`src/hw/rtl/tps_pkg.sv`:
```
// ----------------------------------------------------------------------------
// tps_pkg
// Shared types and codes of the timepoint prefetch scheduler: command,
// outcome and status codes, register indexes, table entry layout and the
// command and status bundles between controller and datapath.
// ----------------------------------------------------------------------------
package tps_pkg;

   // host commands
   localparam logic [2:0] CMD_SEEK       = 3'd0;
   localparam logic [2:0] CMD_PICK       = 3'd1;
   localparam logic [2:0] CMD_ISSUE      = 3'd2;
   localparam logic [2:0] CMD_PF_DONE    = 3'd3;
   localparam logic [2:0] CMD_INT_DONE   = 3'd4;
   localparam logic [2:0] CMD_EVICT_RAM  = 3'd5;
   localparam logic [2:0] CMD_EVICT_DISK = 3'd6;
   localparam logic [2:0] CMD_CANCEL     = 3'd7;

   // outcome codes
   localparam logic [1:0] OC_OK     = 2'd0;
   localparam logic [1:0] OC_DISK   = 2'd1;
   localparam logic [1:0] OC_SUBMIT = 2'd2;
   localparam logic [1:0] OC_FAIL   = 2'd3;

   // cache status codes
   localparam logic [2:0] ST_NONE    = 3'd0;
   localparam logic [2:0] ST_QUEUED  = 3'd1;
   localparam logic [2:0] ST_LOADING = 3'd2;
   localparam logic [2:0] ST_RAM     = 3'd3;
   localparam logic [2:0] ST_DISK    = 3'd4;
   localparam logic [2:0] ST_FAILED  = 3'd5;

   // register indexes
   localparam logic [2:0] REG_FIRST_TIME    = 3'd0;
   localparam logic [2:0] REG_LAST_TIME     = 3'd1;
   localparam logic [2:0] REG_PF_ENABLE     = 3'd2;
   localparam logic [2:0] REG_WRAP          = 3'd3;
   localparam logic [2:0] REG_HIST_MARGIN   = 3'd4;
   localparam logic [2:0] REG_RAM_BUDGET    = 3'd5;
   localparam logic [2:0] REG_DISK_BUDGET   = 3'd6;
   localparam logic [2:0] REG_MAX_IN_FLIGHT = 3'd7;

   // throttle pre-check result
   localparam logic [1:0] PRE_NONE  = 2'd0;
   localparam logic [1:0] PRE_ANY   = 2'd1;
   localparam logic [1:0] PRE_COUNT = 2'd2;

   // table walk kinds
   localparam logic [1:0] WALK_COUNT  = 2'd0;
   localparam logic [1:0] WALK_MEM    = 2'd1;
   localparam logic [1:0] WALK_DISK   = 2'd2;
   localparam logic [1:0] WALK_CANCEL = 2'd3;

   // one table entry
   typedef struct packed {
      logic [2:0] st;   // cache status
      logic       fl;   // in flight
      logic       wo;   // warm only
      logic       rf;   // warm refused
   } ent_type;

   // controller -> datapath
   typedef struct packed {
      logic       capture;
      logic       ev_update;
      logic       len1;
      logic       len2;
      logic       walk_start;
      logic [1:0] walk_kind;
      logic       pick_write;
      logic       idle_wr;
      logic       idle_val;
      logic       out_load;
   } ctrl_cmd_type;

   // datapath -> controller
   typedef struct packed {
      logic       clear_busy;
      logic [2:0] cmd_code;
      logic       series_valid;
      logic       ifc_zero;
      logic [1:0] pre;
      logic       walk_hit;
      logic       walk_done;
      logic       count_any;
      logic       out_free;
   } dp_sts_type;

endpackage

```
`src/hw/rtl/tps_ctrl.sv`:
```
// ----------------------------------------------------------------------------
// tps_ctrl
// Sequencer of the scheduler: dispatches one beat, runs the event update,
// the cancel sweep and the throttle / window scans, then hands the result
// to the output register.
// ----------------------------------------------------------------------------
module tps_ctrl (
   input  logic                  clock,
   input  logic                  reset,
   input  logic                  req_valid,
   output logic                  req_ready,
   input  tps_pkg::dp_sts_type   sts,
   output tps_pkg::ctrl_cmd_type cmd
);

   localparam logic [3:0] S_IDLE   = 4'd0;
   localparam logic [3:0] S_DISP   = 4'd1;
   localparam logic [3:0] S_EVUPD  = 4'd2;
   localparam logic [3:0] S_CANCEL = 4'd3;
   localparam logic [3:0] S_LEN    = 4'd4;
   localparam logic [3:0] S_LEN2   = 4'd5;
   localparam logic [3:0] S_CNT    = 4'd6;
   localparam logic [3:0] S_MEM    = 4'd7;
   localparam logic [3:0] S_DSK    = 4'd8;
   localparam logic [3:0] S_PWR    = 4'd9;
   localparam logic [3:0] S_OUT    = 4'd10;

   logic [3:0] state_ff, state_in;
   logic       pick_ff, pick_in;   // scan serves a pick, not the idle flag

   assign req_ready = (state_ff == S_IDLE) && !sts.clear_busy;

   // next state and commands
   always_comb begin
      state_in = state_ff;
      pick_in  = pick_ff;
      cmd      = '0;
      case (state_ff)
         S_IDLE: begin
            if (req_valid && !sts.clear_busy) begin
               cmd.capture = 1'b1;
               state_in    = S_DISP;
            end
         end
         S_DISP: begin
            pick_in = 1'b0;
            if (sts.cmd_code == tps_pkg::CMD_PICK) begin
               pick_in  = 1'b1;
               state_in = S_LEN;
            end else if (sts.cmd_code == tps_pkg::CMD_CANCEL) begin
               if (sts.series_valid) begin
                  cmd.walk_start = 1'b1;
                  cmd.walk_kind  = tps_pkg::WALK_CANCEL;
                  state_in       = S_CANCEL;
               end else begin
                  state_in = S_LEN;
               end
            end else begin
               // entry read is in flight this cycle
               state_in = S_EVUPD;
            end
         end
         S_EVUPD: begin
            cmd.ev_update = 1'b1;
            state_in      = S_LEN;
         end
         S_CANCEL: begin
            if (sts.walk_done) state_in = S_LEN;
         end
         S_LEN: begin
            if (!pick_ff && !sts.ifc_zero) begin
               cmd.idle_wr  = 1'b1;
               cmd.idle_val = 1'b0;
               state_in     = S_OUT;
            end else begin
               cmd.len1 = 1'b1;
               state_in = S_LEN2;
            end
         end
         S_LEN2: begin
            cmd.len2 = 1'b1;
            if (sts.pre == tps_pkg::PRE_NONE) begin
               cmd.idle_wr  = 1'b1;
               cmd.idle_val = pick_ff ? sts.ifc_zero : 1'b1;
               state_in     = S_OUT;
            end else if (sts.pre == tps_pkg::PRE_ANY) begin
               cmd.walk_start = 1'b1;
               cmd.walk_kind  = tps_pkg::WALK_MEM;
               state_in       = S_MEM;
            end else begin
               cmd.walk_start = 1'b1;
               cmd.walk_kind  = tps_pkg::WALK_COUNT;
               state_in       = S_CNT;
            end
         end
         S_CNT: begin
            if (sts.walk_done) begin
               cmd.walk_start = 1'b1;
               if (sts.count_any) begin
                  cmd.walk_kind = tps_pkg::WALK_MEM;
                  state_in      = S_MEM;
               end else begin
                  cmd.walk_kind = tps_pkg::WALK_DISK;
                  state_in      = S_DSK;
               end
            end
         end
         S_MEM, S_DSK: begin
            if (sts.walk_hit) begin
               if (pick_ff) begin
                  state_in = S_PWR;
               end else begin
                  cmd.idle_wr  = 1'b1;
                  cmd.idle_val = 1'b0;
                  state_in     = S_OUT;
               end
            end else if (sts.walk_done) begin
               if (state_ff == S_MEM) begin
                  cmd.walk_start = 1'b1;
                  cmd.walk_kind  = tps_pkg::WALK_DISK;
                  state_in       = S_DSK;
               end else begin
                  cmd.idle_wr  = 1'b1;
                  cmd.idle_val = pick_ff ? sts.ifc_zero : 1'b1;
                  state_in     = S_OUT;
               end
            end
         end
         S_PWR: begin
            // chosen entry goes queued, then rescan for the idle flag
            cmd.pick_write = 1'b1;
            pick_in        = 1'b0;
            state_in       = S_LEN;
         end
         S_OUT: begin
            if (sts.out_free) begin
               cmd.out_load = 1'b1;
               state_in     = S_IDLE;
            end
         end
         default: state_in = S_IDLE;
      endcase
   end

   // state registers
   always_ff @(posedge clock) begin
      if (reset) begin
         state_ff <= S_IDLE;
         pick_ff  <= 1'b0;
      end else begin
         state_ff <= state_in;
         pick_ff  <= pick_in;
      end
   end

endmodule

```
`config.mk`:
```
export PLATFORM = sky130hd
export DESIGN_NAME = tps_ctrl
export DESIGN_NICKNAME = d
export VERILOG_FILES = /design/src/hw/rtl/tps_pkg.sv /design/src/hw/rtl/tps_ctrl.sv
export SDC_FILE = /design/constraint.sdc
export NUM_CORES = 1
export LEC_CHECK = 0
export BUFFER_PORTS_ARGS = -buffer_cell sky130_fd_sc_hd__buf_2
export CAP_MARGIN = 30
export CORE_UTILIZATION = 50
export DETAILED_ROUTE_END_ITERATION = 12
export PLACE_DENSITY = 0.84
export REMOVE_ABC_BUFFERS = 1
export SLEW_MARGIN = 0
export SYNTH_ARGS = -nofsm -noshare
export SYNTH_HDL_FRONTEND = slang
export SYNTH_SLANG_ARGS = --single-unit
```
`constraint.sdc`:
```
create_clock -name clock -period 3.8 [get_ports clock]
set_clock_uncertainty 0.1 [all_clocks]
set_input_delay 0 -clock clock [delete_from_list [all_inputs] [get_ports clock]]
set_output_delay 0 -clock clock [all_outputs]
set_load 0.05 [all_outputs]
```
# Word-level counts from Yosys, hierarchy flattened
# Cells that the tools add are included.
[totals]
regBits = 5
word_cells = 78
[classes]
eq_ne = 18
n_mux = 46
n_reduce_logical = 12
[ops]
columns = ["op", "n"]
rows = [
  ["$mux 4", 10],
  ["$pmux 4 s9", 1],
  ["$mux 3", 10],
  ["$mux 2", 9],
  ["$eq 4x3->1 const B", 4],
  ["$mux 1", 13],
  ["$eq 4x4->1 const B", 3],
  ["$pmux 3 s4", 1],
  ["$eq 4x2->1 const B", 2],
  ["$ne 2x2->1 const B", 3],
  ["$pmux 2 s3", 1],
  ["$reduce_and 5->1", 1],
  ["$eq 4x1->1 const B", 1],
  ["$logic_not 4->1", 1],
  ["$reduce_or 2->1", 2],
  ["$eq 3x1->1 const B", 1],
  ["$eq 3x3->1 const B", 1],
  ["$logic_and 1x1->1", 3],
  ["$logic_not 1->1", 3],
  ["$ne 3x3->1 const B", 1],
  ["$eq 2x1->1 const B", 1],
  ["$logic_not 2->1", 1],
  ["$ne 2x1->1 const B", 1],
  ["$pmux 1 s2", 1],
  ["$reduce_bool 2->1", 1],
]

# Logic depth before layout (Yosys ltp)
[depth]
word_depth = 5
ltp_mapped = 7
mapped_depth_nobuf = 5

# Worst setup path after synthesis
# No wires, ideal clock.
[synth_path]
path_type = "register to output"
startpoint = "register state_ff[2]"
endpoint = "output cmd[1] (netlist bit)"
arrival_ns = 2.532
path_slack_ns = 1.168
path_stages_with_launch = 6
n_path_buf = 1
path_cell_list = "dfxtp_1 -> buf_2 -> nand2b_1 -> nor2_1 -> a32oi_1 -> nor3_1"
[synth_lines]
columns = ["element", "line_no", "source"]
rows = [
  ["start: declaration", "tps_ctrl.sv:28", "logic [3:0] state_ff, state_in;"],
  ["start signal: assignment", "tps_ctrl.sv:151", "state_ff <= state_in;"],
  ["end: declaration", "tps_ctrl.sv:13", "output tps_pkg::ctrl_cmd_type cmd"],
]

==> flow_summary.ini <==
[logic_synthesis]
synth_common_cells = nor2_1, nand2_1, nor2b_1, nor3_1, o21ai_0
syn_area_sq_um = 669
syn_area_per_cell_sq_um = 6.63
synth_edf_count = 0
ys_ff_latch = 5
yosysMostFrequentCell = nor2_1
synthFlopType = dfxtp_1
synth.distinct_cells = 35
syn-instance-count = 101
synth-seq-area-share_pct = 15.0
netlist.area_leader.share_pct = 15.0
synth_warnings = 0
netlist.top_cell.by_area = dfxtp_1
synthTopCellsByArea = dfxtp_1, nor2_1, nand2_1, nor2b_1, nor3_1
async_reset_ff_share_pct = 0

[detailed_routing]
drtAntennaViolNets = 0
vias_per_cell = 6.45
via_count = 903
routed_wl_um = 1860
drt-wirelength-per-cell_um = 13.3
drt-initial-drc-count = 44
drc = 0
first_pass_iters = 5

[final_layout]
finalNonFillerCells = 140
drive_gt1_share_pct = 25.4
antenna_cells = 0
syn_to_final_growth_pct = 21.3
fin_util_pct = 69.3
final_net_count = 142
fillers = 109

[floorplanning]
rows = 12
ios = 27
die_h_um = 38.6
die-width_um = 38.6
start_util_pct = 57.2
die_area_sq_um = 1490
coreArea_sq_um = 1170

[global_routing]
grt_overflow = 0
track_usage_pct = 28.6
grt_pass1_wl_um = 3080
antenna_found_initial = 0
grt_pass1_vias = 774
grt_max_degree = 18

[sta]
whs_ns = 0.0521
rsz0062_at_grt = no
min_period_ns = 2.29
finalSetupViolCount = 0
max_freq_mhz = 436
relSlewSlack_pct = 55.8
worstMarginPinSlew_ns = 0.662
fin_setup_tns_ns = 0
timing.final.crit_share_pct = 60.3
setup_ws_ns = 1.51
maxSlewViolCount = 0
hold_violations = 0

[placement]
gp_congestion = 0.882
hpwl_um = 1370
dp_cells = 135
port_buffers = 26
dp_slack_ns = 1.80

[pwr]
p_sw_share_pct = 38.7
p_sw_mw = 0.0771
p_comb_share_pct = 36.4
p_seq_share_pct = 33.4
ir_drop_v = 0.000179
powerDensity_nw_per_um2 = 246
intPower_mw = 0.122
clkPwrFrac_pct = 30.2
p_leak_nw = 0.348

[clocking]
cts.sinks = 5
clockRootBuffer = clkbuf_4
clock_path_buffers = 2
insertion_delay_ns = 0.24
clkTransAtPathRegs_ns = 0.04
cts_buffers = 3
cts-htree-levels = 1
cts_tree = built

[critical_path]
required_ns = 3.70
crit_fanout = 14
setup.worst_path.start_class = flop
regToRegSetupSlack_ns = 1.84
worstPathArrival_ns = 2.19
end_kind = output pin
critPathKind = flop to output pin

[job]
drv_cap = 0

[outcome]
status = finished, final reports clean

[min_path]
hold_path_class = input port to flop
==> cells by family (layout without fill, tap and decap cells) <==
kind of cell | count (synthesis) | after routing | synth area share (%)
and+or+nand+nor | 56 | 56 | 45.4
buffers and inverters | 10 | 35 | 8.41
DFF | 5 | 5 | 15.0
AOI/OAI and AO/OA | 29 | 29 | 29.9
xor gates and xnor gates | 1 | 1 | 1.31
==> power groups by stage <==
stage / clock network [mW] / registers, mW / logic (mW)
floorplan: 0 / 0.0643 / 0.0502
global placement: 0 / 0.0666 / 0.0701
detailed placement: 0 / 0.0669 / 0.0708
CTS: 0.0619 / 0.0660 / 0.0719
global route: 0.0662 / 0.0672 / 0.0798
finish: 0.0603 / 0.0666 / 0.0726
==> cell usage in the layout (no fill, tap or decap), types with 5 or more instances in the layout <==
master | Yosys | routed
nand2_1 | 11 | 11
o21ai_0 | 6 | 6
dfxtp_1 | 5 | 5
nor2_1 | 14 | 14
nor2b_1 | 6 | 6
nor3_1 | 6 | 6
buf_2 | 3 | 26
==> stage by stage <==
stage | cell area, sq um | power [mW]
finish | 812 | 0.199
CTS | 812 | 0.200
global route | 812 | 0.213
global placement | 776 | 0.137
detailed placement | 776 | 0.138
floorplan | 628 | 0.115
==> metal layers <==
metal | vias to the layer above | part of all wire (%) | routed length, um | global-route usage, %
li1 | 424 | - | - | -
met1 | 417 | 42 | 786 | 35.7
met2 | 56 | 49 | 903 | 50.8
met3 | 6 | 8.1 | 150 | 5.78
met4 | 0 | 1.0 | 19 | 4.31
met5 | - | 0 | 0 | 0
==> sequential cells by signal, indices dropped and copies added (netlist names) <==
register and count:
state_ff 4, pick_ff 1
==> final timing paths <==
check / start / to / cells after the start
worst max-delay path: state_ff[3] / cmd[2] / 6
worst max register to register: state_ff[2] / state_ff[1] / 5
worst min register to register: pick_ff / pick_ff / 2
worst min-delay path: sts[8] / state_ff[1] / 4
==> layout make-up <==
class	count	area, sq um	share of cell area, %
multi-input cells	86	513	63.2
flip-flops and latches	5	100	12.3
clock buffers	4	26.3	3.24
well taps	14	17.5	2.16
repair buffers	27	140	17.3
inverters	4	15.0	1.85
==> worst max-delay path: stages (launching register included) <==
cell and delay [ns]:
dfxtp_1 0.60, nor2b_1 0.37, nand2_1 0.08, o21ai_0 0.30, o21ai_0 0.17, o31ai_1 0.11
buf_2 0.32
==> repair_timing <==
item	in CTS	in global routing
gates resized for setup	0	0
hold buffers	1	0
endpoints found under the hold margin	1	0
buffers inserted	0	0
No activity file was read; power rests on OpenSTA's default activity.
